$ cat src/hsv_pkg.sv
// Shared types and constants for the HSV to RGB converter.
// No dependencies; used by every module of the block.
package hsv_pkg;

  localparam int PctW = 7;
  localparam int HueW = 9;
  localparam int ChanW = 8;
  localparam int LevelW = 15;      // 255 * value, at most 25500
  localparam int WeightW = 13;     // channel weight in 1/6000 steps, at most 6000
  localparam int ProdW = LevelW + WeightW;
  localparam int RecipShift = 40;
  localparam int RecipW = 21;
  localparam int DenomW = 20;

  localparam logic [PctW-1:0] PctMax = 7'd100;
  localparam logic [HueW-1:0] HueStep = 9'd60;
  localparam logic [LevelW-1:0] LevelScale = 15'd255;
  localparam logic [WeightW-1:0] WeightTop = 13'd6000;
  localparam logic [WeightW-1:0] WeightPct = 13'd60;
  localparam logic [DenomW-1:0] Denom = 20'd600000;
  localparam logic [RecipW-1:0] RecipMul = RecipW'((64'd1 << RecipShift) / 64'd600000);

  typedef struct packed {
    logic [HueW-1:0] hue;
    logic [PctW-1:0] saturation;
    logic [PctW-1:0] brightness;
  } in_item_t;

  typedef struct packed {
    logic [ChanW-1:0] red;
    logic [ChanW-1:0] green;
    logic [ChanW-1:0] blue;
  } out_item_t;

  // Classified item: common level and one weight per channel.
  typedef struct packed {
    logic [LevelW-1:0]  level;
    logic [WeightW-1:0] wr;
    logic [WeightW-1:0] wg;
    logic [WeightW-1:0] wb;
  } work_t;

endpackage

$ cat src/hsv_to_rgb_converter_core.sv
// HSV to RGB converter: takes one item per clock, sustained while the result
// side keeps popping, and returns one truncated 8-bit colour per item in
// order. A colour shows on the result ports once its item has passed the
// front register (loaded at the accepting edge), the two-entry classify
// queue, the three-stage scale and divide pipeline of the back end (level
// multiply, reciprocal multiply, correction) and the write into the output
// queue. Two-entry queues on the middle and the output let either side stall
// without losing the one-per-clock rate. Depends on hsv_pkg.
module hsv_to_rgb_converter_core (
  input  logic               clk,
  input  logic               rst,
  input  logic               push,
  output logic               full,
  input  hsv_pkg::in_item_t  item,
  output logic               empty,
  input  logic               pop,
  output hsv_pkg::out_item_t result
);
  import hsv_pkg::*;

  work_t  f_data;
  work_t  m_data;
  logic   f_push;
  logic   m_full;
  logic   m_valid;
  logic   m_pop;

  hsv_front u_front (
    .clk    (clk),
    .rst    (rst),
    .push   (push),
    .full   (full),
    .item   (item),
    .q_full (m_full),
    .q_push (f_push),
    .q_data (f_data)
  );

  hsv_queue u_queue (
    .clk   (clk),
    .rst   (rst),
    .push  (f_push),
    .wdata (f_data),
    .full  (m_full),
    .pop   (m_pop),
    .valid (m_valid),
    .rdata (m_data)
  );

  hsv_back u_back (
    .clk     (clk),
    .rst     (rst),
    .q_valid (m_valid),
    .q_data  (m_data),
    .q_pop   (m_pop),
    .pop     (pop),
    .empty   (empty),
    .result  (result)
  );

endmodule

$ cat src/hsv_front.sv
// Front end: accepts an HSV item, clamps it, finds the hue sector and
// builds the per-channel weights. Depends on hsv_pkg.
module hsv_front (
  input  logic              clk,
  input  logic              rst,
  input  logic              push,
  output logic              full,
  input  hsv_pkg::in_item_t item,
  input  logic              q_full,
  output logic              q_push,
  output hsv_pkg::work_t    q_data
);
  import hsv_pkg::*;

  logic                f_valid;
  work_t               f_work;
  work_t               work_next;
  logic [PctW-1:0]     sat_c;
  logic [PctW-1:0]     val_c;
  logic [3:0]          quo;
  logic [2:0]          sector;
  logic [5:0]          rem;
  logic [WeightW-1:0]  ramp;
  logic [WeightW-1:0]  bottom;
  logic [WeightW-1:0]  rising;
  logic [WeightW-1:0]  falling;
  logic                take;
  logic                go;

  always_comb begin
    sat_c = (item.saturation > PctMax) ? PctMax : item.saturation;
    val_c = (item.brightness > PctMax) ? PctMax : item.brightness;
    quo = '0;
    for (int k = 1; k <= 8; k++) begin
      if (item.hue >= HueW'(k * 60)) quo = quo + 4'd1;
    end
    rem = 6'(item.hue - HueW'(quo) * HueStep);
    // Hue past 359 folds into the last sector.
    sector = (quo > 4'd5) ? 3'd5 : quo[2:0];
    ramp = WeightW'(sat_c) * WeightW'(rem);
    bottom = WeightW'(PctMax - sat_c) * WeightPct;
    rising = bottom + ramp;
    falling = WeightTop - ramp;
    work_next.level = LevelW'(val_c) * LevelScale;
    unique case (sector)
      3'd0: begin
        work_next.wr = WeightTop; work_next.wg = rising;  work_next.wb = bottom;
      end
      3'd1: begin
        work_next.wr = falling;   work_next.wg = WeightTop; work_next.wb = bottom;
      end
      3'd2: begin
        work_next.wr = bottom;    work_next.wg = WeightTop; work_next.wb = rising;
      end
      3'd3: begin
        work_next.wr = bottom;    work_next.wg = falling; work_next.wb = WeightTop;
      end
      3'd4: begin
        work_next.wr = rising;    work_next.wg = bottom;  work_next.wb = WeightTop;
      end
      default: begin
        work_next.wr = WeightTop; work_next.wg = bottom;  work_next.wb = falling;
      end
    endcase
  end

  assign full   = rst || (f_valid && q_full);
  assign take   = push && !full;
  assign go     = f_valid && !q_full;
  assign q_push = go;
  assign q_data = f_work;

  always_ff @(posedge clk) begin
    if (rst) begin
      f_valid <= 1'b0;
    end else if (take) begin
      f_valid <= 1'b1;
    end else if (go) begin
      f_valid <= 1'b0;
    end
  end

  always_ff @(posedge clk) begin
    if (take) begin
      f_work <= work_next;
    end
  end

endmodule

$ cat src/hsv_queue.sv
// Two-entry queue of classified items between front and back end.
// Depends on hsv_pkg.
module hsv_queue (
  input  logic           clk,
  input  logic           rst,
  input  logic           push,
  input  hsv_pkg::work_t wdata,
  output logic           full,
  input  logic           pop,
  output logic           valid,
  output hsv_pkg::work_t rdata
);
  import hsv_pkg::*;

  work_t       mem [2];
  logic        wp;
  logic        rp;
  logic [1:0]  cnt;
  logic        do_push;
  logic        do_pop;

  assign full    = (cnt == 2'd2);
  assign valid   = (cnt != 2'd0);
  assign do_push = push && !full;
  assign do_pop  = pop && valid;
  assign rdata   = mem[rp];

  always_ff @(posedge clk) begin
    if (rst) begin
      wp  <= 1'b0;
      rp  <= 1'b0;
      cnt <= 2'd0;
    end else begin
      if (do_push) wp <= !wp;
      if (do_pop) rp <= !rp;
      if (do_push && !do_pop) begin
        cnt <= cnt + 2'd1;
      end else if (do_pop && !do_push) begin
        cnt <= cnt - 2'd1;
      end
    end
  end

  always_ff @(posedge clk) begin
    if (do_push) begin
      mem[wp] <= wdata;
    end
  end

endmodule

$ cat src/hsv_back.sv
// Back end: scales each weight by the level, divides by 600000 through a
// reciprocal multiply with one correction step, and queues the colour.
// Depends on hsv_pkg.
module hsv_back (
  input  logic               clk,
  input  logic               rst,
  input  logic               q_valid,
  input  hsv_pkg::work_t     q_data,
  output logic               q_pop,
  input  logic               pop,
  output logic               empty,
  output hsv_pkg::out_item_t result
);
  import hsv_pkg::*;

  localparam int QuoW = 49;
  localparam int HiW = 29;

  logic                 v1, v2, v3;
  logic                 en1, en2, en3;
  logic [ProdW-1:0]     x1 [3];
  logic [ProdW-1:0]     x2 [3];
  logic [ChanW-1:0]     q2 [3];
  logic [ChanW-1:0]     c3 [3];
  logic [WeightW-1:0]   wt [3];
  logic [QuoW-1:0]      prod [3];
  logic [HiW-1:0]       hi [3];
  logic [ChanW-1:0]     fix [3];

  out_item_t            oq [2];
  logic                 owp;
  logic                 orp;
  logic [1:0]           ocnt;
  logic                 o_push;
  logic                 o_pop;

  assign wt[0] = q_data.wr;
  assign wt[1] = q_data.wg;
  assign wt[2] = q_data.wb;

  always_comb begin
    for (int c = 0; c < 3; c++) begin
      prod[c] = QuoW'(x1[c]) * QuoW'(RecipMul);
      // Reciprocal quotient may fall one short: bump it if x reaches the next step.
      hi[c] = HiW'({1'b0, q2[c]} + 9'd1) * HiW'(Denom);
      fix[c] = (HiW'(x2[c]) >= hi[c]) ? ChanW'(q2[c] + 8'd1) : q2[c];
    end
  end

  assign o_push = v3 && (ocnt != 2'd2);
  assign en3    = !v3 || o_push;
  assign en2    = !v2 || en3;
  assign en1    = !v1 || en2;
  assign q_pop  = q_valid && en1;

  always_ff @(posedge clk) begin
    if (rst) begin
      v1 <= 1'b0;
      v2 <= 1'b0;
      v3 <= 1'b0;
    end else begin
      if (en1) v1 <= q_valid;
      if (en2) v2 <= v1;
      if (en3) v3 <= v2;
    end
  end

  always_ff @(posedge clk) begin
    for (int c = 0; c < 3; c++) begin
      if (en1) x1[c] <= ProdW'(q_data.level) * ProdW'(wt[c]);
      if (en2) begin
        x2[c] <= x1[c];
        q2[c] <= prod[c][RecipShift +: ChanW];
      end
      if (en3) c3[c] <= fix[c];
    end
  end

  // Output queue: hold the colour until it is popped.
  assign empty  = rst || (ocnt == 2'd0);
  assign o_pop  = pop && !empty;
  assign result = oq[orp];

  always_ff @(posedge clk) begin
    if (rst) begin
      owp  <= 1'b0;
      orp  <= 1'b0;
      ocnt <= 2'd0;
    end else begin
      if (o_push) owp <= !owp;
      if (o_pop) orp <= !orp;
      if (o_push && !o_pop) begin
        ocnt <= ocnt + 2'd1;
      end else if (o_pop && !o_push) begin
        ocnt <= ocnt - 2'd1;
      end
    end
  end

  always_ff @(posedge clk) begin
    if (o_push) begin
      oq[owp] <= '{red: c3[0], green: c3[1], blue: c3[2]};
    end
  end

endmodule

$ cat config.mk
export PLATFORM = sky130hd
export DESIGN_NAME = hsv_to_rgb_converter_core
export DESIGN_NICKNAME = d
export VERILOG_FILES = /design/src/hsv_pkg.sv /design/src/hsv_to_rgb_converter_core.sv /design/src/hsv_front.sv /design/src/hsv_queue.sv /design/src/hsv_back.sv
export SDC_FILE = /design/constraint.sdc
export NUM_CORES = 2
export LEC_CHECK = 0
export CAP_MARGIN = 20
export CELL_PAD_IN_SITES_DETAIL_PLACEMENT = 1
export CELL_PAD_IN_SITES_GLOBAL_PLACEMENT = 1
export CORE_UTILIZATION = 40
export DETAILED_ROUTE_END_ITERATION = 10
export DONT_BUFFER_PORTS = 1
export GPL_ROUTABILITY_DRIVEN = 0
export PLACE_DENSITY_LB_ADDON = 0.1
export SLEW_MARGIN = 5
export SYNTH_ARGS = -nofsm -noshare
export SYNTH_HDL_FRONTEND = slang
export SYNTH_SLANG_ARGS = --single-unit
$ cat constraint.sdc
create_clock -name clk -period 34.4 [get_ports clk]
set_input_delay 1.72 -clock clk [delete_from_list [all_inputs] [get_ports clk]]
set_output_delay 1.72 -clock clk [all_outputs]
set_load 0.005 [all_outputs]
After elaboration in Yosys (flattened, before gate mapping)
Memories as Yosys holds them, arrays and structs flattened. A register that Yosys moved wholly into a read port is not among the register bits. Index checks and enable logic that the tools add are counted.

Equality and inequality tests: 6. Reductions and logical operators: 37. Shift operators: 0. Add/sub/neg operators: 21. Bitwise logic cells: 0. $mul: 13. Divide/modulo/power cells: 0. Multiplexer cells: 35. Order comparisons: 14.

Operators by type and width (count): $pmux W39 S5 (1); $mul A28 B21 Y48 const B (3); $ge A28 B29 Y1 (3); $mul A29 B14 Y23 const B (3); $mul A15 B13 Y28 (3); $ge A9 B9 Y1 const B (4); $mux W4 (7); $add A8 B1 Y9 const B (3); $add A4 B1 Y4 const B (6); $add A8 B1 Y8 const B (3); $mux W8 (3); $ge A9 B8 Y1 const B (2); $mux W1 (17); $mul A7 B8 Y15 const B (1); $gt A7 B7 Y1 const B (2); $logic_not A1 Y1 (14); $mux W7 (2); $add A13 B13 Y13 (1); $mul A13 B4 Y11 const B (1); $mul A7 B6 Y13 (1); $sub A13 B13 Y13 const A (1); $logic_and A1 B1 Y1 (12); $ge A9 B6 Y1 const B (1); $ge A9 B7 Y1 const B (1); 18 further kinds (31).

Output and inout bits: 26. ROM bits: 0. Logic and storage cells: 146. Input port bits: 27. Bits in latches: 0. Flip-flop bits (word level): 66. RAM bits: 372. Memories: 6.

Memory list: u_queue.mem (words 2, width 54, read ports 1, clocked after Yosys merged registers in 1, wr ports 1, RTL line hsv_queue.sv:15) `work_t mem [2];`; u_back.x1 (words 3, width 28, read ports 3, clocked after Yosys merged registers in 0, wr ports 3, RTL line hsv_back.sv:21) `logic [ProdW-1:0] x1 [3];`; u_back.x2 (words 3, width 28, read ports 3, clocked after Yosys merged registers in 0, wr ports 3, RTL line hsv_back.sv:22) `logic [ProdW-1:0] x2 [3];`; u_back.oq (words 2, width 24, read ports 1, clocked after Yosys merged registers in 1, wr ports 1, RTL line hsv_back.sv:30) `out_item_t oq [2];`; u_back.c3 (words 3, width 8, read ports 3, clocked after Yosys merged registers in 0, wr ports 3, RTL line hsv_back.sv:24) `logic [ChanW-1:0] c3 [3];`; u_back.q2 (words 3, width 8, read ports 3, clocked after Yosys merged registers in 0, wr ports 3, RTL line hsv_back.sv:23) `logic [ChanW-1:0] q2 [3];`.

Depth between registers and ports, before layout
Depth in word-level cells: 21. Mapped depth: 52. Gate-level depth less buffers: 49.

Hierarchy
From an unflattened synthesis, not the netlist that was laid out.

Cell total of the unflattened synthesis: 6902. Area total of the unflattened synthesis: 73067.6 um2.

By module, submodules not included: hsv_back (sequential area each 8087.8 um2, cells an instance 5879, area each 61405.1 um2, instances 1); hsv_front (sequential area each 1641.6 um2, cells an instance 830, area each 7561.0 um2, instances 1); hsv_queue (sequential area each 3343.2 um2, cells an instance 193, area each 4101.4 um2, instances 1).

Worst setup path after synthesis
Ideal clock, no wire load.

Path type: in2reg. From: input port item[22] (netlist bit). To: register u_front.f_work (netlist bit u_front.q_data[25]), data pin. Library setup time: 0.268 ns. Data required time: 34.132 ns. Setup slack: 22.452 ns. Arrival: 11.680 ns. Path buffers: 3. Cell stages on the path: 50. Cell sequence: clkbuf_1 -> or2_2 -> a311oi_1 -> inv_1 -> ha_1 -> inv_1 -> xnor2_1 -> ha_1 -> nand2_1 -> o31ai_1 -> xor2_1 -> nor2_1 -> a21oi_1 -> ha_1 -> a22o_1 -> xnor2_1 -> mux2_2 -> ha_1 -> (+14 left out) -> fa_1 -> fa_1 -> fa_1 -> inv_1 -> ha_1 -> nor2b_1 -> o31a_1 -> o31a_1 -> o21ai_0 -> nor3b_1 -> nor2_1 -> ha_1 -> a21oi_1 -> o21ai_0 -> xnor2_1 -> xnor2_1 -> o221ai_1 -> o21ai_0.

RTL lines: from (decl) (RTL line hsv_to_rgb_converter_core.sv:14) `input hsv_pkg::in_item_t item,`; to (signal assigned) (RTL line hsv_front.sv:85) `f_work <= work_next;`; to (decl) (RTL line hsv_front.sv:16) `work_t f_work;`.

==> out/results.tsv <==
stage	metric	value	unit
run_status	status	complete, no violations	
detailed_routing	drt_iter0_drc	1993	
clock_network	insertion_delay	0.67	ns
clock_network	cts_resized	0	
clock_network	cts-htree-levels	2	
setup_path	cpMaxStageDelayCell	inv_1	
timing	slew-limit-headroom	0.265	
timing	clock_skew	0.0310	ns
synthesis	synth_area	73100	um2
timing	fin_setup_tns	0	ns
synthesis	synthArstFlopShare	0	
global_route	grt_pass1_wl	317	mm
die	core	181000	um2
clock_network	cts.sinks	440	
die	io_pins	53	
placed_design	dp_hpwl	168	mm
worst_hold_path	hold_class	reg -> reg	
global_route	grt_pass1_vias	54700	
final_layout	drive_above_1_share	0.0385	
global_route	track_usage	0.221	
clock_network	path_clk_slew	0.06	ns
timing	fin_crit	12.61	ns
timing	worst_slew_pin_slew	1.07	ns
synthesis	ys_ff_latch	440	
timing	setup_viol	0	
setup_path	cpMostUsedCell	ha_1	
global_route	grt_max_degree	67	
clock_network	ctsHoldBuffers	0	
placed_design	portBuffers	0	
detailed_routing	route.detailed.drc	0	
detailed_routing	wl_per_cell	20.8	um
flow_run	cap_violations	0	
detailed_routing	wl	197	mm
timing	rsz0062_at_grt	no	
clock_network	cts_tree	built	
detailed_routing	ant_nets	0	
die	start_util	0.403	
timing	timing.fmax	79.3	MHz
synthesis	synth_seq_area_share	0.179	
synthesis	syn_inst	7070	
final_layout	final_nets	9438	
setup_path	path_class	in -> reg	
clock_network	postCtsSetupBuffers	0	
die	die_x	429	um
setup_path	rrSetupSlack	25.73	ns
die	num_rows	156	
timing	fin_crit_sh	0.367	
clock_network	numCtsBuffers	54	
final_layout	fill_cells	20100	
setup_path	critPathLaunchType	input port	
synthesis	synthFlopType	edfxtp_1	
die	die_y	429	um
detailed_routing	dr.pass1.iters	5	
clock_network	clock_path_buffers	3	
placed_design	post-place-cells	9373	
synthesis	ys.warnings.count	0	
detailed_routing	vias_per_cell	5.06	
setup_path	crit_path_end_kind	flop	
global_route	grt_antenna_before_repair	2	
timing	hold_viol	0	
setup_path	crit_fanout	23	
synthesis	ys_types	83	
setup_path	crit_required	34.79	ns
setup_path	crit_path_max_incr_delay	0.62	ns
final_layout	mostFrequentLayoutCells	inv_1, fa_1, ha_1	
final_layout	syn_to_final_growth	6.52	%
clock_network	clockRootBuffer	clkbuf_16	
detailed_routing	dr_total_vias	47900	
synthesis	synth_edf_count	426	
final_layout	final_common_cell	inv_1	
die	dieArea	184000	um2
final_layout	fin_util	0.430	
timing	slew_violations	0	
synthesis	syn_area_per_cell	10.3	um2
global_route	grt-ovfl-total	0	
final_layout	fin_cells	9471	
setup_path	cp.arrival	13.00	ns
[stage by stage]
step | hold slack (ns) | setup slack (ns) | instance area (um2)
2_1_floorplan | 0.421 | 22.45 | 73100
3_3_place_gp | 0.423 | 21.35 | 76100
3_5_place_dp | 0.431 | 21.20 | 76100
4_1_cts | 0.446 | 21.86 | 77800
5_1_grt | 0.449 | 21.05 | 77800
6_report | 0.446 | 21.79 | 77800
[cell usage after synthesis (8+ instances only)]
cell type	instances	area, um2
a2111oi_0	11	96.3
a211o_1	8	70.1
a211oi_1	33	248
a21o_1	79	593
a21oi_1	176	881
a22oi_1	8	60.1
a31oi_1	25	156
and2_1	50	313
and3_1	37	231
and4_1	11	96.3
clkbuf_1	108	405
dfxtp_1	14	280
edfxtp_1	426	12800
fa_1	1279	25600
ha_1	1073	13400
inv_1	1870	7020
mux2_2	77	867
mux2i_1	38	380
nand2_1	485	1820
nand2b_1	32	200
nand3_1	61	305
nand4_1	33	206
nor2_1	359	1350
nor2b_1	41	257
nor3_1	63	315
nor4_1	16	100
o2111ai_1	8	70.1
o211ai_1	25	188
o21a_1	28	210
o21ai_0	123	616
o21bai_1	24	180
o31a_1	8	70.1
o31ai_1	12	90.1
o41ai_1	9	78.8
or2_2	31	194
or3_1	20	125
xnor2_1	147	1290
xor2_1	107	937
[flip-flops by register name, summed over array words and instances (netlist names), 2 cells and up, named ones only]
signal          cells
u_queue.mem       108
u_back.x1          84
u_back.ocnt         2
u_front.q_data     54
u_back.c3          24
u_back.q2          24
u_back.x2          84
u_back.oq          48
u_queue.cnt         2
[cell type report]
type | instances | area (um2) | area share
clock buffer | 66 | 1420 | 0.0182
tap | 2370 | 2970 | 0.0381
multi-input combinational | 4638 | 52600 | 0.676
sequential | 440 | 13100 | 0.168
inverter | 1871 | 7020 | 0.0902
clock inverter | 31 | 357 | 0.00458
timing repair buffer | 54 | 403 | 0.00518
antenna | 1 | 2.50 | 0.0000321
[worst max-delay path: cells and delay by family]
| family | cells | cell delay (ns) |
|---|---|---|
| buf+inv | 7 | 1.28 |
| xor+xnor | 8 | 1.77 |
| simple gates | 6 | 0.97 |
| compound gates | 15 | 2.95 |
| mux | 1 | 0.30 |
| fa+ha+maj | 11 | 3.98 |
[logic make-up after synthesis]
| kind of cell | after synthesis | synth area share |
|---|---|---|
| fa+ha+maj | 2352 | 0.534 |
| buf+inv | 1993 | 0.103 |
| simple gates | 1260 | 0.0778 |
| compound gates | 652 | 0.0585 |
| flops | 440 | 0.179 |
| xor+xnor | 256 | 0.0310 |
| mux | 115 | 0.0171 |
| other cells | 2 | 0.000103 |
[path summary, 6_finish.rpt]
path                        start                  to  cells after the start
hold reg to reg   u_back.c3[0][1]    u_back.oq[1][17]                      0
setup reg to reg  u_back.q2[0][8]     u_back.c3[0][9]                     26
hold / removal    u_back.c3[0][1]    u_back.oq[1][17]                      0
setup / recovery         item[21]  u_front.q_data[25]                     48
[layer usage]
layer / vias to the layer above / track usage / share of wire
li1: 22200 / - / -
met1: 25000 / 0.314 / 0.48
met2: 574 / 0.375 / 0.48
met3: 146 / 0.0183 / 0.029
met4: 0 / 0.0324 / 0.014
met5: - / 0 / 0
Power is not shown: default switching activity piles up to over one toggle a cycle in this logic, so the estimate is an artifact.
